[config.mk]
export PLATFORM = sky130hd
export DESIGN_NAME = dch_elem_mem
export DESIGN_NICKNAME = d
export VERILOG_FILES = /design/src/rtl/core/dch_pkg.sv /design/src/rtl/core/dch_elem_mem.sv
export SDC_FILE = /design/constraint.sdc
export NUM_CORES = 2
export LEC_CHECK = 0
export BUFFER_PORTS_ARGS = -buffer_cell sky130_fd_sc_hd__buf_2
export CAP_MARGIN = 20
export CORE_UTILIZATION = 45
export CTS_BUF_LIST = sky130_fd_sc_hd__clkbuf_4
export DETAILED_ROUTE_END_ITERATION = 7
export PLACE_DENSITY = 0.63
export RECOVER_POWER = 100
export SLEW_MARGIN = 10
export SYNTH_ARGS = -nofsm -noshare
export SYNTH_HDL_FRONTEND = slang
export SYNTH_SLANG_ARGS = --single-unit
[constraint.sdc]
create_clock -name clock -period 2.2 [get_ports clock]
set_input_delay 0.11 -clock clock [delete_from_list [all_inputs] [get_ports clock]]
set_output_delay 0.11 -clock clock [all_outputs]
set_load 0.01 [all_outputs]
[src/rtl/core/dch_pkg.sv]
// Shared types, widths and constants of the difference coverage tracker.
`timescale 1ns / 1ps

package dch_pkg;

   localparam int TARGET_WIDTH   = 13;
   localparam int SET_SIZE_WIDTH = 9;
   localparam int INDEX_WIDTH    = 8;
   localparam int VALUE_WIDTH    = 16;
   localparam int COUNT_WIDTH    = 8;
   localparam int COVERED_WIDTH  = 13;
   localparam int CSR_INDEX_WIDTH = 2;
   localparam int CSR_DATA_WIDTH  = 13;

   localparam int MAX_ELEMENTS_DEFAULT   = 256;
   localparam int MAX_DIFFERENCE_DEFAULT = 8192;

   localparam logic [TARGET_WIDTH-1:0]   TARGET_RESET   = 13'd6166;
   localparam logic [SET_SIZE_WIDTH-1:0] SET_SIZE_RESET = 9'd128;
   localparam logic [COUNT_WIDTH-1:0]    COUNT_MAX      = 8'd255;
   localparam logic [COVERED_WIDTH-1:0]  COVERED_MAX    = 13'd8191;

   localparam logic [CSR_INDEX_WIDTH-1:0] CSR_TARGET   = 2'd0;
   localparam logic [CSR_INDEX_WIDTH-1:0] CSR_SET_SIZE = 2'd1;

   typedef enum logic [1:0] {
      CMD_WRITE   = 2'd0,
      CMD_RECOUNT = 2'd1,
      CMD_MOVE    = 2'd2
   } cmd_type;

   typedef struct packed {
      logic op_valid;
      logic op_up;
      logic clear_start;
   } hist_ctl_type;

endpackage

[src/rtl/core/dch_elem_mem.sv]
// Element store: one write port and one registered read port.
`timescale 1ns / 1ps

module dch_elem_mem #(
   parameter int MAX_ELEMENTS = dch_pkg::MAX_ELEMENTS_DEFAULT
) (
   input  logic                                clock,
   input  logic                                we,
   input  logic [$clog2(MAX_ELEMENTS)-1:0]     waddr,
   input  logic [dch_pkg::VALUE_WIDTH-1:0]     wdata,
   input  logic [$clog2(MAX_ELEMENTS)-1:0]     raddr,
   output logic [dch_pkg::VALUE_WIDTH-1:0]     rdata
);

   logic [dch_pkg::VALUE_WIDTH-1:0] mem [MAX_ELEMENTS];
   logic [dch_pkg::VALUE_WIDTH-1:0] rdata_ff;

   always_ff @(posedge clock) begin
      if (we) begin
         mem[waddr] <= wdata;
      end
      rdata_ff <= mem[raddr];
   end

   assign rdata = rdata_ff;

endmodule

Yosys cells after proc, flatten, opt, wreduce, memory -nomap -nowiden

Memories as Yosys holds them, arrays and structs flattened. A register that Yosys moved wholly into a read port is not among the register bits.
Cells that the tools add are included.

Bits in registers: 0
Memory bits (writable): 4096
Bits of input ports: 34
Word-level logic and storage cells: 3
Memories kept: 1

Memories:

| memory | depth | bits a word | rd ports | clocked after memory_dff | write ports | RTL line           | text |
|---|---|---|---|---|---|---|---|
| mem    | 256   | 16          | 1        | 1                        | 1           | dch_elem_mem.sv:15 | `logic [dch_pkg::VALUE_WIDTH-1:0] mem [MAX_ELEMENTS];` |

Muxes and demuxes: 2

Operator list:

| operator          | count |
|---|---|
| 1-bit two-way mux | 2 |

Logic depth before layout (Yosys ltp)

Depth after elaboration: 2
Mapped depth: 12

Worst setup path before layout

No wires, ideal clock.

Path kind: input to register
From: input port waddr[3]
To: memory mem[235][0] in the netlist's numbering, enable pin
Library setup time: 0.388 ns
Data arrival time: 1.887 ns
Required time: 1.812 ns
Setup slack: -0.075 ns
Stages on the path: 6
Path through: clkbuf_1 nor2b_1 clkbuf_1 nand4_1 clkbuf_1 nor2_1

RTL lines:

| what        | RTL line           | text |
|---|---|---|
| from (decl) | dch_elem_mem.sv:9  | `input logic [$clog2(MAX_ELEMENTS)-1:0] waddr,` |
| to (decl)   | dch_elem_mem.sv:15 |  |

No word-level cell before the write port.

Worst setup path after layout

From: input port we
To: memory mem[139][6] in the netlist's numbering, enable pin

Longest elaborated chain between the ends: 2

Ends and longest elaborated chain:

| what                                    | RTL line           | text |
|---|---|---|
| from (decl)                             | dch_elem_mem.sv:8  | `input logic we,` |
| 1-bit two-way mux                       | dch_elem_mem.sv:19 | `if (we) begin` |
| 1-bit two-way mux (not written as such) | dch_elem_mem.sv:20 | `mem[waddr] <= wdata;` |

Every way passes these cells.

==> impl_metrics.csv <==
group,metric,value,unit
route,wl_met3,44600,um
sta,tns,-402.37,ns
synth,syn_inst,7360,
synth,async_flop_share,0,
floorplan,rows,217,
power,vdd.ir_drop.worst,0.000607,V
clock_tree,cts_sinks,4112,
setup_path,startpoint_type,"input pin",
outcome,violations,"max-capacitance violations, max-slew violations, negative setup slack",
clock_tree,root_buffer,"clkbuf_4",
route,top_layer,"met5",
cells_and_area,layout_common_cells,"4096 x edfxtp_1, 1634 x clkbuf_4, 797 x mux4_2",
route,final_antenna_net_count,0,
setup_path,path_max_fanout,16,
synth,yosys.area_share.adder,0,
cells_and_area,nets,9305,
placement,place_congestion,0.897,
synth,ys_seq_area_frac,0.777,
setup_path,worstRegToRegCells,6,
power,powerDensity,852,nW/um2
job,maxCapViolCount,8,
sta,fin_ws,-0.337,ns
floorplan,die_area,355000,um2
clock_tree,tritoncts,"yes",
route,drt_pass1_iterations,8,
synth,synth_cell_type_count,52,
grt,grt_pass1_wl,626000,um
synth,synth_seq_cells,4112,
sta,fin_crit,2.54,ns
setup_path,cp.required,3.43,ns
grt,antenna_found_initial,32,
setup_path,worstSetupPathType,"input pin to flip-flop",
min_path,worstHoldPathCells,6,
clock_tree,htree_num_levels,7,
placement,hpwl,273000,um
sta,slew_violations,526,
route,routed_wl,442000,um
sta,tightest_slew,2.47,ns
route,wl_met2,209000,um
route,avgViaCountPerCell,5.97,
sta,setup_viol,4299,
route,first_iter_violations,10300,
cells_and_area,fill_cells,27400,
sta,max_freq,394,MHz
sta,fin_crit_sh,1.15,
route,drc,0,
clock_tree,clock_latency,1.77,ns
route,wire_per_inst,30.4,um
synth,syn_area,159000,um2
sta,skew,0.152,ns
clock_tree,cts-buffers-inserted,1119,
route,wl_met1,171000,um
cells_and_area,layout-drive-gt1-share,0.376,
synth,ys.flop_type,"edfxtp_1",
cells_and_area,layout_commonest_cell,"edfxtp_1",
sta,grt_setup_unrepaired,"true",
synth,synth_nets,7394,
sta,hold_viol_final,0,
floorplan,ios,50,
sta,whs,0.165,ns
synth,synth.area.mux_share,0.155,
sta,max-slew-margin-rel,-0.650,
outcome,outcome,"complete, but fails checks",
floorplan,die_w,596,um
cells_and_area,area_growth,17.5,%
setup_path,cp.arrival,3.77,ns
synth,synth-simple-area-share,0.0157,
grt,grt_usage,0.249,
grt,grt_max_degree,117,
placement,io_buffers,49,
floorplan,core,350000,um2
synth,synth_edf_count,4096,
grt,grt.overflow.total,0,
synth,synth_top_family_by_area,"multiplexers",
route,vias,86700,
clock_tree,clk_path_buf_depth,5,
floorplan,fp.dieH,596,um
synth,synthXorXnorAreaFrac,0,
placement,pre_cts_ws,-1.52,ns
synth,yosys_warnings,0,
clock_tree,clkTransAtPathRegs,0.06,ns
synth,syn_avg_cell_area,21.6,um2
min_path,min_path_type,"input pin to flip-flop",
power,finalPower,159000,uW
floorplan,start_util,0.453,
synth,synth-compound-area-share,0.0354,
grt,grt_pass1_vias,88000,
power,p_leak,0.0619,uW
setup_path,crit_path_end_kind,"flip-flop",
-- state kept, by name, indices dropped and copies added, names as in the netlist --
signal and cells:
rdata 16, mem 4096
-- area by class of cell --
| type | instances | area [um2] | share of cell area |
|---|---|---|---|
| antenna | 15 | 37.5 | 0.000201 |
| sequential | 4112 | 123000 | 0.662 |
| clock inverter | 231 | 1150 | 0.00618 |
| multi-input combinational | 2792 | 33700 | 0.181 |
| timing repair buffer | 1242 | 11100 | 0.0594 |
| tap | 4599 | 5750 | 0.0309 |
| inverter | 4 | 27.5 | 0.000148 |
| clock buffer | 1515 | 11400 | 0.0610 |
-- stage by stage --
| stage | util | cell area, um2 | cells |
|---|---|---|---|
| 2_1_floorplan | - | 159000 | 7360 |
| 3_3_place_gp | 0.497 | 174000 | 12600 |
| 3_5_place_dp | 0.497 | 174000 | 12600 |
| 4_1_cts | 0.539 | 189000 | 14500 |
| 5_1_grt | 0.532 | 186000 | 14500 |
| 6_report | 0.532 | 186000 | 14500 |
-- critical path: stages --
cell and delay [ns]:
dlygate4sd3_1 0.52, clkbuf_1 0.54, dlygate4sd3_1 1.09, nand4_1 0.21, clkbuf_2 0.55, nor2_2 0.37, buf_6 0.27
-- path summary, 6_finish.rpt --
kind / startpoint / end / slack [ns]
min reg2reg: mem[95][2]$_DFFE_PP_ / rdata[2]$_DFF_P_ / 1.13
max: we / mem[139][6]$_DFFE_PP_ / -0.34
max reg2reg: mem[22][12]$_DFFE_PP_ / rdata[12]$_DFF_P_ / -0.27
min: waddr[3] / mem[207][15]$_DFFE_PP_ / 0.17
-- kinds of logic after synthesis --
| group | after synthesis |
|---|---|
| AO/OA/AOI/OAI | 786 |
| buffers and inverters | 456 |
| flip-flops | 4112 |
| multiplexers | 1450 |
| AND/OR/NAND/NOR | 556 |
-- metal layers --
metal,GRT usage,vias to the layer above
li1,-,35800
met1,0.338,45200
met2,0.386,4916
met3,0.0612,814
met4,0.109,6
met5,0,-
-- timing repair --
item	4_1_cts	5_1_grt
endpoints found under the setup margin	32	673
hold buffers	110	5
pin swaps	45	18
resized for setup	194	42
buffers inserted	0	0
endpoints found under the hold margin	8208	57
cloned	0	1
-- cells in the mapped netlist (all sizes together), types with 43 or more instances --
master / number / area [um2]
a21oi: 175 / 876
a22oi: 43 / 323
buf: 222 / 1810
clkbuf: 230 / 863
edfxtp: 4096 / 123000
mux2: 88 / 991
mux2i: 565 / 5660
mux4: 797 / 17900
nor2: 304 / 1140
nor3: 92 / 460
o221ai: 253 / 2220
o22ai: 148 / 926
-- report_power, final --
part	total (uW)	internal [uW]	switching, uW
clock network	62600	32600	30000
logic	9790	3860	5940
registers	86500	86400	128
(Power assumes the default switching activity.)
