[src/rtl/core/dch_pkg.sv]
// Shared types, widths and constants of the difference coverage tracker.
`timescale 1ns / 1ps

package dch_pkg;

   localparam int TARGET_WIDTH   = 13;
   localparam int SET_SIZE_WIDTH = 9;
   localparam int INDEX_WIDTH    = 8;
   localparam int VALUE_WIDTH    = 16;
   localparam int COUNT_WIDTH    = 8;
   localparam int COVERED_WIDTH  = 13;
   localparam int CSR_INDEX_WIDTH = 2;
   localparam int CSR_DATA_WIDTH  = 13;

   localparam int MAX_ELEMENTS_DEFAULT   = 256;
   localparam int MAX_DIFFERENCE_DEFAULT = 8192;

   localparam logic [TARGET_WIDTH-1:0]   TARGET_RESET   = 13'd6166;
   localparam logic [SET_SIZE_WIDTH-1:0] SET_SIZE_RESET = 9'd128;
   localparam logic [COUNT_WIDTH-1:0]    COUNT_MAX      = 8'd255;
   localparam logic [COVERED_WIDTH-1:0]  COVERED_MAX    = 13'd8191;

   localparam logic [CSR_INDEX_WIDTH-1:0] CSR_TARGET   = 2'd0;
   localparam logic [CSR_INDEX_WIDTH-1:0] CSR_SET_SIZE = 2'd1;

   typedef enum logic [1:0] {
      CMD_WRITE   = 2'd0,
      CMD_RECOUNT = 2'd1,
      CMD_MOVE    = 2'd2
   } cmd_type;

   typedef struct packed {
      logic op_valid;
      logic op_up;
      logic clear_start;
   } hist_ctl_type;

endpackage

[src/rtl/core/dch_ctrl.sv]
// Command sequencer: walks the element store and issues histogram updates.
`timescale 1ns / 1ps

module dch_ctrl #(
   parameter int MAX_ELEMENTS   = dch_pkg::MAX_ELEMENTS_DEFAULT,
   parameter int MAX_DIFFERENCE = dch_pkg::MAX_DIFFERENCE_DEFAULT
) (
   input  logic                                  clock,
   input  logic                                  reset,
   input  logic                                  req_valid,
   output logic                                  req_ready,
   input  logic [1:0]                            req_command,
   input  logic [dch_pkg::INDEX_WIDTH-1:0]       req_index,
   input  logic signed [dch_pkg::VALUE_WIDTH-1:0] req_value,
   output logic                                  rsp_valid,
   input  logic                                  rsp_ready,
   output logic [dch_pkg::COVERED_WIDTH-1:0]     rsp_covered_count,
   output logic                                  rsp_duplicate,
   input  logic [$clog2(MAX_DIFFERENCE)-1:0]     eff_target,
   input  logic [$clog2(MAX_ELEMENTS+1)-1:0]     eff_size,
   output logic                                  elem_we,
   output logic [$clog2(MAX_ELEMENTS)-1:0]       elem_waddr,
   output logic [dch_pkg::VALUE_WIDTH-1:0]       elem_wdata,
   output logic [$clog2(MAX_ELEMENTS)-1:0]       elem_raddr,
   input  logic [dch_pkg::VALUE_WIDTH-1:0]       elem_rdata,
   output dch_pkg::hist_ctl_type                 hist_ctl,
   output logic [$clog2(MAX_DIFFERENCE)-1:0]     hist_addr,
   input  logic                                  clear_busy,
   input  logic [dch_pkg::COVERED_WIDTH-1:0]     covered_count
);

   localparam int AW = $clog2(MAX_ELEMENTS);
   localparam int NW = $clog2(MAX_ELEMENTS + 1);
   localparam int DW = $clog2(MAX_DIFFERENCE);
   localparam int VW = dch_pkg::VALUE_WIDTH;

   typedef enum logic [3:0] {
      ST_IDLE,
      ST_DISPATCH,
      ST_MV_OLD,
      ST_MV_OLDW,
      ST_MV_A,
      ST_MV_B,
      ST_MV_DRAIN,
      ST_RC_CLR,
      ST_RC_I,
      ST_RC_IW,
      ST_RC_J,
      ST_RC_DRAIN,
      ST_DONE
   } state_type;

   state_type                         state_ff;
   dch_pkg::cmd_type                  cmd_ff;
   logic [dch_pkg::INDEX_WIDTH-1:0]   idx_ff;
   logic [VW-1:0]                     val_ff;
   logic [VW-1:0]                     old_ff;
   logic [VW-1:0]                     e_ff;
   logic [VW-1:0]                     ei_ff;
   logic [NW-1:0]                     i_ff;
   logic [NW-1:0]                     j_ff;
   logic                              dup_ff;
   logic                              rsp_valid_ff;
   logic [dch_pkg::COVERED_WIDTH-1:0] rsp_covered_count_ff;
   logic                              rsp_duplicate_ff;

   logic                              idx_wrap;
   logic                              idx_in_set;
   logic                              skip;
   logic                              j_last;
   logic [VW-1:0]                     op_a;
   logic [VW-1:0]                     op_b;
   logic                              op_up;
   logic                              op_en;
   logic signed [VW:0]                diff;
   logic [VW:0]                       mag;
   logic                              in_range;

   always_comb begin
      idx_wrap   = 32'(idx_ff) >= 32'(MAX_ELEMENTS);
      idx_in_set = 32'(idx_ff) < 32'(eff_size);
      skip       = 32'(j_ff) == 32'(idx_ff);
      j_last     = j_ff == (eff_size - NW'(1));

      op_a  = old_ff;
      op_b  = elem_rdata;
      op_up = 1'b0;
      op_en = 1'b0;
      case (state_ff)
         ST_MV_A: begin
            op_a  = old_ff;
            op_b  = elem_rdata;
            op_up = 1'b0;
            op_en = !skip;
         end
         ST_MV_B: begin
            op_a  = val_ff;
            op_b  = e_ff;
            op_up = 1'b1;
            op_en = !skip;
         end
         ST_RC_J: begin
            op_a  = ei_ff;
            op_b  = elem_rdata;
            op_up = 1'b1;
            op_en = 1'b1;
         end
         default: ;
      endcase

      diff     = $signed({op_a[VW-1], op_a}) - $signed({op_b[VW-1], op_b});
      mag      = diff[VW] ? unsigned'(-diff) : unsigned'(diff);
      in_range = (mag != '0) && (32'(mag) <= 32'(eff_target));

      hist_ctl.op_valid    = op_en && in_range;
      hist_ctl.op_up       = op_up;
      hist_ctl.clear_start = (state_ff == ST_DISPATCH) && !idx_wrap
                             && (cmd_ff == dch_pkg::CMD_RECOUNT);
      hist_addr            = DW'(mag);

      case (state_ff)
         ST_MV_OLD: elem_raddr = AW'(idx_ff);
         ST_MV_B:   elem_raddr = AW'(j_ff + NW'(1));
         ST_RC_I:   elem_raddr = AW'(i_ff);
         ST_RC_IW:  elem_raddr = AW'(i_ff + NW'(1));
         ST_RC_J:   elem_raddr = AW'(j_ff + NW'(1));
         default:   elem_raddr = '0;
      endcase

      elem_we    = ((state_ff == ST_DISPATCH) && !idx_wrap && (cmd_ff == dch_pkg::CMD_WRITE))
                   || (state_ff == ST_MV_DRAIN);
      elem_waddr = AW'(idx_ff);
      elem_wdata = val_ff;
   end

   always_ff @(posedge clock) begin
      if (reset) begin
         state_ff     <= ST_IDLE;
         rsp_valid_ff <= 1'b0;
      end else begin
         if (rsp_valid_ff && rsp_ready && (state_ff != ST_DONE)) begin
            rsp_valid_ff <= 1'b0;
         end
         unique case (state_ff)
            ST_IDLE: begin
               if (req_valid && req_ready) begin
                  cmd_ff   <= dch_pkg::cmd_type'(req_command);
                  idx_ff   <= req_index;
                  val_ff   <= req_value;
                  dup_ff   <= 1'b0;
                  state_ff <= ST_DISPATCH;
               end
            end
            ST_DISPATCH: begin
               if (idx_wrap) begin
                  idx_ff <= idx_ff - dch_pkg::INDEX_WIDTH'(MAX_ELEMENTS);
               end else begin
                  unique case (cmd_ff)
                     dch_pkg::CMD_WRITE:   state_ff <= ST_DONE;
                     dch_pkg::CMD_RECOUNT: state_ff <= ST_RC_CLR;
                     dch_pkg::CMD_MOVE:    state_ff <= idx_in_set ? ST_MV_OLD : ST_DONE;
                     default:              state_ff <= ST_DONE;
                  endcase
               end
            end
            ST_MV_OLD: begin
               state_ff <= ST_MV_OLDW;
            end
            ST_MV_OLDW: begin
               old_ff   <= elem_rdata;
               j_ff     <= '0;
               state_ff <= ST_MV_A;
            end
            ST_MV_A: begin
               e_ff <= elem_rdata;
               if (!skip && (elem_rdata == val_ff)) begin
                  dup_ff <= 1'b1;
               end
               state_ff <= ST_MV_B;
            end
            ST_MV_B: begin
               if (j_last) begin
                  state_ff <= ST_MV_DRAIN;
               end else begin
                  j_ff     <= j_ff + NW'(1);
                  state_ff <= ST_MV_A;
               end
            end
            ST_MV_DRAIN: begin
               state_ff <= ST_DONE;
            end
            ST_RC_CLR: begin
               if (!clear_busy) begin
                  i_ff     <= '0;
                  state_ff <= (32'(eff_size) >= 32'd2) ? ST_RC_I : ST_DONE;
               end
            end
            ST_RC_I: begin
               state_ff <= ST_RC_IW;
            end
            ST_RC_IW: begin
               ei_ff    <= elem_rdata;
               j_ff     <= i_ff + NW'(1);
               state_ff <= ST_RC_J;
            end
            ST_RC_J: begin
               if (j_last) begin
                  i_ff     <= i_ff + NW'(1);
                  state_ff <= (32'(i_ff) + 32'd2 >= 32'(eff_size)) ? ST_RC_DRAIN : ST_RC_I;
               end else begin
                  j_ff <= j_ff + NW'(1);
               end
            end
            ST_RC_DRAIN: begin
               state_ff <= ST_DONE;
            end
            ST_DONE: begin
               if (!rsp_valid_ff || rsp_ready) begin
                  rsp_valid_ff         <= 1'b1;
                  rsp_covered_count_ff <= covered_count;
                  rsp_duplicate_ff     <= dup_ff;
                  state_ff             <= ST_IDLE;
               end
            end
            default: begin
               state_ff <= ST_IDLE;
            end
         endcase
      end
   end

   assign req_ready         = (state_ff == ST_IDLE) && !clear_busy;
   assign rsp_valid         = rsp_valid_ff;
   assign rsp_covered_count = rsp_covered_count_ff;
   assign rsp_duplicate     = rsp_duplicate_ff;

endmodule

[config.mk]
export PLATFORM = sky130hd
export DESIGN_NAME = dch_ctrl
export DESIGN_NICKNAME = d
export VERILOG_FILES = /design/src/rtl/core/dch_pkg.sv /design/src/rtl/core/dch_ctrl.sv
export SDC_FILE = /design/constraint.sdc
export NUM_CORES = 1
export LEC_CHECK = 0
export ABC_AREA = 1
export BUFFER_PORTS_ARGS = -buffer_cell sky130_fd_sc_hd__buf_2
export CAP_MARGIN = 20
export CELL_PAD_IN_SITES_DETAIL_PLACEMENT = 2
export CELL_PAD_IN_SITES_GLOBAL_PLACEMENT = 2
export CORE_UTILIZATION = 35
export CTS_CLUSTER_DIAMETER = 40
export CTS_CLUSTER_SIZE = 25
export DETAILED_ROUTE_END_ITERATION = 8
export GPL_ROUTABILITY_DRIVEN = 0
export PLACE_DENSITY_LB_ADDON = 0.1
export SLEW_MARGIN = 20
export SYNTH_ARGS = -nofsm -noshare
export SYNTH_HDL_FRONTEND = slang
export SYNTH_SLANG_ARGS = --single-unit
[constraint.sdc]
create_clock -name clock -period 14.8 [get_ports clock]
set_clock_uncertainty 0.2 [all_clocks]
set_input_delay 2.22 -clock clock [delete_from_list [all_inputs] [get_ports clock]]
set_output_delay 2.22 -clock clock [all_outputs]
set_load 0.005 [all_outputs]
Word-level counts from Yosys, hierarchy flattened
Index checks and enable logic that the tools add are counted.
- equality and inequality tests: 24
- add/sub/neg operators: 6
- $mul: 0
- bitwise gates (word level): 1
- muxes and demuxes: 27
- divide/modulo/power cells: 0
- shifts and indexed selects: 0
- reduce and logical (&&, ||, !) cells: 32
- order comparisons: 4
- operator list (cell ; number):
    $pmux W4 S12 ; 1
    $pmux W16 S2 ; 1
    $pmux W8 S4 ; 1
    $mux W9 ; 3
    $pmux W9 S3 ; 1
    $eq A4 B4 Y1 const B ; 5
    $mux W4 ; 5
    $add A9 B1 Y9 const B ; 2
    $pmux W9 S2 ; 1
    $le A17 B13 Y1 ; 1
    $mux W17 ; 1
    $neg A17 Y17 ; 1
    $reduce_bool A17 Y1 ; 1
    $sub A16 B16 Y17 ; 1
    $eq A16 B16 Y1 ; 1
    $eq A4 B3 Y1 const B ; 4
    $mux W16 ; 1
    $ne A2 B2 Y1 const B ; 6
    $reduce_and A4 Y1 ; 3
    $add A9 B2 Y10 const B ; 1
    $ge A10 B9 Y1 ; 1
    $eq A9 B8 Y1 ; 1
    $eq A9 B9 Y1 ; 1
    $ge A9 B2 Y1 const B ; 1
    23 further kinds ; 49
- memories: 0
- latch bits: 0
- register bits: 112
- memory bits (writable): 0
- logic and storage cells: 107
- memory bits (read-only): 0
- bits of input ports: 82

Longest topological paths before layout
Gate-level depths: netlist of run 1.
- word-level depth: 8
- mapped depth: 39
- gate-level depth less buffers: 38

Worst setup path after synthesis of run 1
OpenSTA, ideal clock, no wires.
- kind: in2out
- start point: input port elem_rdata[0] (netlist name)
- end point: output port hist_ctl[2] (netlist name)
- arrival: 5337 ps
- path slack: 7043 ps
- stages: 31
- cell sequence: inv_1 -> o21ai_0 -> ha_1 -> inv_1 -> fa_1 -> nand2_2 -> nand2_2 -> nand3_4 -> nand2_4 -> nand2_4 -> nand2_2 -> nand2_2 -> nand2_4 -> inv_2 -> buf_6 -> o21ai_1 -> nand2_1 -> inv_2 -> ha_1 -> a21o_1 -> o21ai_0 -> a21boi_0 -> o21ai_0 -> nand2_1 -> nand2_1 -> nand2_1 -> inv_1 -> o21ai_0 -> nor2_1 -> nand2_1 -> nor2_1
- RTL lines (item ; RTL line ; RTL):
    start, declared ; dch_ctrl.sv:25 ; input logic [dch_pkg::VALUE_WIDTH-1:0] elem_rdata,
    end, declared ; dch_ctrl.sv:26 ; output dch_pkg::hist_ctl_type hist_ctl,

==> out/results.tsv, run 1 <==
metric	value	unit
layout_setup_ws	5.84	ns
cp.arrival	6.54	ns
p_per_area	99.8	mW/mm^2
crit_cells	37	
first_pass_iters	5	
hold_buffers	0	
slew_headroom	0.378	
drt-met1-wl	13100	um
antenna_found_initial	1	
r2r_slack	11.33	ns
port_buffers	146	
die-area	0.0236	sq mm
wl_met3	908	um
viasPerCell	5.08	
n_antenna_cell	0	
post_cts_resized	0	
rows	55	
ant_nets	0	
slowest_delay	0.63	ns
crit_start	state_ff[3]$_SDFFE_PP0P_	
p_int	593	uW
place_ws	6.10	ns
cp-start-kind	flop	
wl	26900	um
die_w	154	um
hold_violations	0	
insertion_delay	0.37	ns
synth_ff_type	edfxtp_1	
p_comb_frac	0.327	
die_y	154	um
vias	7415	
fmax	112	MHz
setup_viol	0	
final_area	0.00946	sq mm
cts-root-buf	clkbuf_16	
top_layer_used	met4	
seq_area_frac_synth	0.411	
drive_gt1_frac	0.185	
cts_buffers	9	
clock_sinks	112	
rr_startpoint	state_ff[2]$_SDFFE_PP0P_	
yosysWarnings	0	
worstMarginPinSlew	0.931	ns
grt_max_degree	31	
critical_path_buf_inv_count	9	
clock_power_share	0.273	
clk_pin_slew	0.09	ns
syn2layout_area_growth	17.4	%
fin_total_pwr	944	uW
cap_violations	0	
syn_inst	1020	
post_cts_buffers	0	
routedWlPerCell	18.4	um
io_pins	147	
crit_type	reg2out	
synth_nets	1158	
grt_usage	0.232	
crit_top_cell	nand2_1	
min_path_type	reg2reg	
tns	0	ns
critPathTopFamily	simple AND/OR/NAND/NOR gates	
initial_utilization	0.356	
synth.distinct_cells	49	
syn_avg_cell_area	7.90	sq um
cts_tree	done	
synth_edf_count	107	
fin_crit_sh	0.606	
worstSetupEndpoint	hist_ctl[2]	
h-tree-depth	3	
overflow	0	
layout_common_cells	285 x nand2_1, 150 x inv_1, 146 x buf_2	
maxSlewViolCount	0	
final_common_cell	nand2_1	
rr_worst_depth	8	
vdd_drop_max	0.0590	mV
drc	0	
worst_hold_slack	0.254	ns
fin_nets	1309	
placed_area	0.00915	sq mm
crit_required	12.38	ns
clockBufferDepth	2	
grt_pass1_vias	7957	
core	0.0226	sq mm
status	completed	
dpl.hpwl	21800	um
fin_crit	8.96	ns
p_sw	351	uW
nFillCells	2638	
worstHoldPathCells	0	
switching_share	0.372	
rsz0062_at_grt	no	
drt_iter0_drc	256	
critPathSlowestCell	inv_1	
grt_first_pass_wirelength	42600	um
leakage	4.51	nW
synth-async-reset-ratio	0	
endpoint_kind	primary output	
reg2reg_to	j_ff[6]$_DFFE_PP_	
syn_area	0.00806	sq mm
critical_path.max_fanout	20	
ys_seq_elements	112	
routed-wl-met2	12700	um
pwr-share-seq	0.400	
-- state kept, by name, summed over array words and instances (netlist names), 2 cells and up --
signal             count
old_ff                16
elem_waddr             8
cmd_ff                 2
j_ff                   9
state_ff               4
elem_wdata            16
i_ff                   9
ei_ff                 16
rsp_covered_count     13
e_ff                  16
-- cell usage after synthesis, types with 5 or more instances --
cell | number | area (sq um)
a21oi_1 | 32 | 160
clkbuf_1 | 7 | 26.3
dfxtp_1 | 5 | 100
edfxtp_1 | 107 | 3210
ha_1 | 55 | 688
inv_1 | 150 | 563
inv_2 | 7 | 26.3
mux2i_1 | 12 | 120
nand2_1 | 285 | 1070
nand2_2 | 10 | 62.6
nand2_4 | 6 | 67.6
nand3_1 | 85 | 425
nand4_1 | 19 | 119
nor2_1 | 91 | 342
nor3_1 | 17 | 85.1
o211ai_1 | 7 | 52.6
o21ai_0 | 23 | 115
o22ai_1 | 11 | 68.8
or2_2 | 8 | 50.1
xnor2_1 | 11 | 96.3
xor2_1 | 26 | 228
-- kinds of logic (layout without fill, tap and decap cells) --
kind of cell	count (synthesis)	after routing	share of synthesized area
AO/OA/AOI/OAI	93	93	0.0697
adder cells (fa/ha/maj)	56	56	0.0879
XOR/XNOR	37	37	0.0402
buffers and inverters	173	329	0.0832
AND/OR/NAND/NOR	537	537	0.293
flip-flops	112	112	0.411
multiplexers	12	12	0.0149
-- power groups by stage --
stage | combinational [mW] | sequential, mW | clock [mW]
floorplan | 0.203 | 0.380 | 0
global placement | 0.301 | 0.383 | 0
detailed placement | 0.311 | 0.384 | 0
CTS | 0.314 | 0.377 | 0.266
global route | 0.351 | 0.379 | 0.274
finish | 0.309 | 0.377 | 0.258
-- layout make-up --
class / instances / area (sq um) / area share
multi-input cells: 735 / 4100 / 0.433
inverters: 160 / 601 / 0.0635
well taps: 285 / 357 / 0.0377
repair buffers: 153 / 783 / 0.0828
clock buffers: 9 / 225 / 0.0238
flip-flops and latches: 112 / 3310 / 0.350
clock inverters: 7 / 83.8 / 0.00886
-- worst min path at each step --
stage	start	to	slack (ns)
3_3_place_gp	dup_ff$_DFFE_PP_	rsp_duplicate$_DFFE_PP_	0.20
5_1_grt	dup_ff$_DFFE_PP_	rsp_duplicate$_DFFE_PP_	0.26
4_1_cts	dup_ff$_DFFE_PP_	rsp_duplicate$_DFFE_PP_	0.26
6_report	dup_ff$_DFFE_PP_	rsp_duplicate$_DFFE_PP_	0.25
2_1_floorplan	dup_ff$_DFFE_PP_	rsp_duplicate$_DFFE_PP_	0.20
3_5_place_dp	dup_ff$_DFFE_PP_	rsp_duplicate$_DFFE_PP_	0.22
-- stage by stage --
step,cells,util
detailed placement,1445,0.404
finish,1461,0.418
global placement,1445,0.404
CTS,1461,0.418
floorplan,1020,-
global route,1461,0.418
-- layer usage --
metal  global-route usage  up-vias
li1                     -     3669
met1                0.320     3577
met2                0.398      155
met3               0.0242       14
met4               0.0424        0
met5                    0        -
Power figures use the tool's default switching activity.
==> run 2: changes to the inputs <==
CORE_UTILIZATION = 30   (was 35)
clock period = 7.5 ns   (was 14.8 ns; I/O delays follow)
==> run 2 against run 1 <==
  * Hold slack worse by 0.018 ns
  * Largest power group unchanged
  * Die area is 16% higher
  * Critical path type unchanged
  * First-iteration DRC count is 0.39% higher
  * Critical endpoint unchanged
  * Cell count is 3.7% higher
  * The run now ends with design-rule violations left
  * Combinational power is 100% higher
  * Global-route usage is 3.1 points lower
==> out/results.tsv, run 2 (same netlist as run 1, synthesis figures left out) <==
metric	value	unit
cts_buffers	9	
core	0.0262	sq mm
grt_first_pass_wirelength	43100	um
drive_gt1_frac	0.190	
post_cts_buffers	0	
n_antenna_cell	0	
antenna_found_initial	1	
critPathSlowestCell	fa_1	
syn2layout_area_growth	18.9	%
status	complete, but fails checks	
h-tree-depth	3	
dpl.hpwl	22900	um
violations	design-rule violations	
wl	27400	um
initial_utilization	0.308	
viasPerCell	4.90	
endpoint_kind	primary output	
overflow	0	
final_util	0.366	
cap_violations	0	
min_path_type	reg2reg	
first_pass_iters	7	
hold_violations	0	
worstHoldPathCells	0	
ant_nets	0	
worstMarginPinSlew	0.884	ns
layout_common_cells	285 x nand2_1, 150 x inv_1, 146 x buf_2	
critical_path.max_fanout	20	
rows	59	
cts_tree	done	
hold_buffers	0	
place_ws	0.675	ns
fin_crit_sh	0.914	
layout_setup_ws	0.644	ns
crit_required	6.17	ns
routedWlPerCell	18.1	um
rr_worst_depth	16	
io_pins	147	
final_common_cell	nand2_1	
drc	15	
drt_iter0_drc	257	
grt_usage	0.202	
crit_type	reg2out	
fin_crit	6.86	ns
maxSlewViolCount	0	
clk_pin_slew	0.09	ns
cp-start-kind	flop	
clockBufferDepth	2	
leakage	4.53	nW
insertion_delay	0.37	ns
slew_headroom	0.409	
fin_total_pwr	1.89	mW
crit_top_cell	nand2_1	
post_cts_resized	0	
fmax	146	MHz
die-area	0.0275	sq mm
setup_viol	0	
die_w	166	um
port_buffers	146	
vias	7417	
final_area	0.00958	sq mm
cp.arrival	5.53	ns
p_per_area	197	mW/mm^2
die_y	166	um
clock_sinks	112	
placed_area	0.00924	sq mm
fin_nets	1313	
cts-root-buf	clkbuf_16	
vdd_drop_max	0.109	mV
grt_max_degree	25	
slowest_delay	0.44	ns
worst_hold_slack	0.236	ns
nFillCells	3154	
grt_pass1_vias	7796	
[run 2: changes by cell type in the layout (fill, tap and decap cells not counted), sizes merged]
cell / previous run / this run
buf: 153 / 157
clkinvlp: 0 / 1
clkinv: 5 / 4
[run 2: worst paths after layout]
| path | slack, ns | end | from |
|---|---|---|---|
| setup reg to reg | 4.41 | state_ff[1]$_SDFFE_PP0P_ | i_ff[2]$_SDFFCE_PP0P_ |
| hold / removal | 0.24 | rsp_duplicate$_DFFE_PP_ | dup_ff$_DFFE_PP_ |
| setup / recovery | 0.64 | hist_ctl[2] | state_ff[2]$_SDFFE_PP0P_ |
| hold reg to reg | 0.24 | rsp_duplicate$_DFFE_PP_ | dup_ff$_DFFE_PP_ |
[run 2: power by group]
part	internal (mW)	switching (mW)
registers	0.719	0.0242
clock network	0.247	0.282
logic	0.212	0.405
[run 2: layer usage]
metal / routed length [um] / up-vias / global-route usage
li1: - / 3680 / -
met1: 13600 / 3561 / 0.285
met2: 12500 / 165 / 0.332
met3: 1080 / 11 / 0.0250
met4: 210 / 0 / 0.0382
met5: 0 / - / 0
[run 2: layout make-up]
class | instances | area (sq um) | share of cell area
Clock buffer | 9 | 225 | 0.0235
Inverter | 160 | 609 | 0.0636
Tap cell | 335 | 419 | 0.0437
Multi-Input combinational cell | 735 | 4100 | 0.428
Timing Repair Buffer | 157 | 817 | 0.0853
Clock inverter | 7 | 96.3 | 0.0101
Sequential cell | 112 | 3310 | 0.346
[run 2: worst max-delay path: cells and delay by family, from the launching register on]
family / cells / cell delay (ns)
compound gates: 7 / 1.06
fa+ha+maj: 3 / 0.92
buf+inv: 9 / 1.08
flops: 1 / 0.39
simple gates: 18 / 1.70
[run 2: metrics by stage]
| step | setup TNS [ns] | std cells |
|---|---|---|
| after floorplan | 0 | 1020 |
| after global placement | 0 | 1499 |
| after detailed placement | 0 | 1499 |
| after CTS | 0 | 1515 |
| after global routing | -0.00347 | 1515 |
| final | 0 | 1515 |
==> run 3: changes to the inputs <==
--- a/config.mk
+++ b/config.mk
@@ -7,3 +7,2 @@
 export LEC_CHECK = 0
-export ABC_AREA = 1
 export BUFFER_PORTS_ARGS = -buffer_cell sky130_fd_sc_hd__buf_2
@@ -12,3 +11,4 @@
 export CELL_PAD_IN_SITES_GLOBAL_PLACEMENT = 2
-export CORE_UTILIZATION = 30
+export CORE_UTILIZATION = 32
+export CTS_BUF_LIST = sky130_fd_sc_hd__clkbuf_4 sky130_fd_sc_hd__clkbuf_8 sky130_fd_sc_hd__clkbuf_16
 export CTS_CLUSTER_DIAMETER = 40
--- a/constraint.sdc
+++ b/constraint.sdc
@@ -4,2 +4,2 @@
 set_output_delay 1.125 -clock clock [all_outputs]
-set_load 0.005 [all_outputs]
+set_load 0.01 [all_outputs]
==> run 3 against run 2 <==
  * The run now ends clean
  * Combinational power is 19% lower
  * Design area decreased by 7.2%
  * Synthesized area down 7.5%
  * Sequential cell count stayed put
  * Register-to-register slack barely moved
  * Power is 8.0% lower
  * Sequential power down 2%
  * First-iteration DRC count is 7.4% higher
  * Clock-buffer cell count did not move
  * Non-clock buffer count up 1
  * Worst setup slack worse by 0.14 ns
  * Routed wire length down 13%
==> out/results.tsv, run 3 <==
metric	value	unit
dp_cells	1125	
critPathSlowestCell	dfxtp_2	
antenna_found_initial	0	
n_antenna_cell	0	
cap_violations	0	
clock_power_share	0.293	
synth-async-reset-ratio	0	
drt_iter0_drc	276	
critical_path.max_fanout	33	
synth_top_area_cell	edfxtp_1	
crit_required	6.17	ns
crit_type	reg2out	
cp.arrival	5.67	ns
cts_buffers	9	
clk_pin_slew	0.09	ns
final_util	0.391	
drive_gt1_frac	0.252	
endpoint_kind	primary output	
grt_max_degree	34	
yosysMostFrequentCell	edfxtp_1	
synth_edf_count	107	
setup_viol	0	
cp-start-kind	flop	
grt_usage	0.204	
final_area	0.00889	sq mm
port_buffers	146	
final_common_cell	buf_2	
clockBufferDepth	2	
die-area	0.0239	sq mm
r2r_slack	4.42	ns
hp-start	dup_ff$_DFFE_PP_	
syn_inst	710	
cts_tree	done	
place_ws	0.493	ns
critPathTopFamily	compound AO/OA/AOI/OAI gates	
routedWlPerCell	20.8	um
h-tree-depth	3	
leakage	3.52	nW
pwr-share-seq	0.419	
first_pass_iters	4	
crit_start	state_ff[0]$_SDFFE_PP0P_	
crit_path_cell_trace	nand2b_1, nor2_2, buf_6, mux2_2, ha_1, inv_1, fa_1, a21o_1, a221oi_2, nor4_2, o21a_1, nor2_1, xnor2_1, ha_1, o21ai_0, nand2b_1, a21oi_1, nor2b_1, o21ai_0, o211ai_1, a221o_1, nor3_1, buf_2	
synth_nets	848	
p_sw	588	uW
worstMarginPinSlew	1.04	ns
rr_worst_depth	9	
stdcell_count	1141	
min_to	rsp_duplicate$_DFFE_PP_	
status	completed	
synth.distinct_cells	72	
min_path_type	reg2reg	
dpl.hpwl	19100	um
die_y	155	um
rsz0062_at_grt	no	
ys_seq_elements	112	
io_pins	147	
clock_sinks	112	
grt_first_pass_wirelength	37600	um
drc	0	
ant_nets	0	
tns	0	ns
worstHoldPathCells	0	
wl	23800	um
slew_headroom	0.306	
p_comb_frac	0.288	
insertion_delay	0.36	ns
synth_ff_type	edfxtp_1	
yosysTopAreaCellShare	0.431	
grt_pass1_vias	6561	
maxSlewViolCount	0	
hold_buffers	0	
layout_setup_ws	0.505	ns
cts-root-buf	clkbuf_16	
rr_startpoint	elem_waddr[1]$_DFFE_PP_	
slowest_delay	0.50	ns
overflow	0	
critical_path_buf_inv_count	3	
placed_area	0.00853	sq mm
core	0.0227	sq mm
syn2layout_area_growth	19.2	%
vias	6108	
fin_nets	989	
rows	55	
fin_crit_sh	0.933	
synth_area_leaders	edfxtp_1 43%, ha_1 9.2%, xnor2_1 5.8%	
reg2reg_to	state_ff[2]$_SDFFE_PP0P_	
syn_area	0.00745	sq mm
switching_share	0.338	
yosysWarnings	0	
fmax	143	MHz
seq_area_frac_synth	0.444	
viasPerCell	5.35	
vdd_drop_max	0.124	mV
die_w	155	um
p_int	1.15	mW
syn_avg_cell_area	10.5	sq um
fin_crit	6.99	ns
synthTopCellsByCount	107 x edfxtp_1, 61 x nand2_1, 55 x ha_1	
layout_common_cells	146 x buf_2, 107 x edfxtp_1, 61 x nand2_1	
hold_violations	0	
initial_utilization	0.328	
p_per_area	196	mW/mm^2
run 3: what timing repair did:
| item | in CTS | in global routing |
|---|---|---|
| gates resized for setup | 0 | 9 |
| endpoints found under the setup margin | 0 | 1 |
| setup buffers | 0 | 0 |
run 3: power by group through the flow:
| stage | combinational, mW | sequential [mW] | clock (mW) |
|---|---|---|---|
| global placement | 0.480 | 0.739 | 0 |
| global route | 0.557 | 0.730 | 0.546 |
| floorplan | 0.325 | 0.733 | 0 |
| CTS | 0.503 | 0.727 | 0.530 |
| finish | 0.500 | 0.727 | 0.510 |
| detailed placement | 0.500 | 0.741 | 0 |
run 3: worst register-to-register path, delay by kind of cell (launching register included):
kind / cells / cell delay, ns
and+or+nand+nor: 2 / 1.04
AOI/OAI and AO/OA: 6 / 0.93
DFF: 1 / 0.49
adders and majority gates: 1 / 0.33
run 3: layout make-up:
type	instances	area, sq um
Clock buffer	9	225
Tap cell	285	357
Multi-Input combinational cell	531	3930
Timing Repair Buffer	158	825
Inverter	39	146
Sequential cell	112	3320
Fill cell	2457	13800
Clock inverter	7	93.8
run 3: logic make-up after synthesis:
logic type	after synthesis	share of synthesized area
simple gates	227	0.155
compound gates	149	0.147
flops	112	0.444
xor+xnor	81	0.0982
buf+inv	67	0.0359
fa+ha+maj	56	0.0950
mux	18	0.0250
run 3: per-layer routing:
| metal | global-route usage | wire length [um] | share of wire |
|---|---|---|---|
| met3 | 0.0269 | 780 | 0.033 |
| met4 | 0.0405 | 248 | 0.010 |
| met1 | 0.287 | 11800 | 0.50 |
| met5 | 0 | 0 | 0 |
| met2 | 0.336 | 11000 | 0.46 |
run 3: through the flow:
step	total power [mW]	hold WS [ns]
after global placement	1.22	0.210
final	1.74	0.243
after CTS	1.76	0.247
after global routing	1.83	0.250
after detailed placement	1.24	0.219
after floorplan	1.06	0.200
run 3: worst max path at each step:
stage                   to  slack [ns]  cells past startpoint
6_report       hist_ctl[2]        0.51                     23
5_1_grt        hist_ctl[2]        0.02                     23
4_1_cts        hist_ctl[2]        0.04                     20
3_5_place_dp   hist_ctl[2]        0.49                     20
3_3_place_gp   hist_ctl[2]        0.64                     23
2_1_floorplan  hist_ctl[2]        0.72                     25
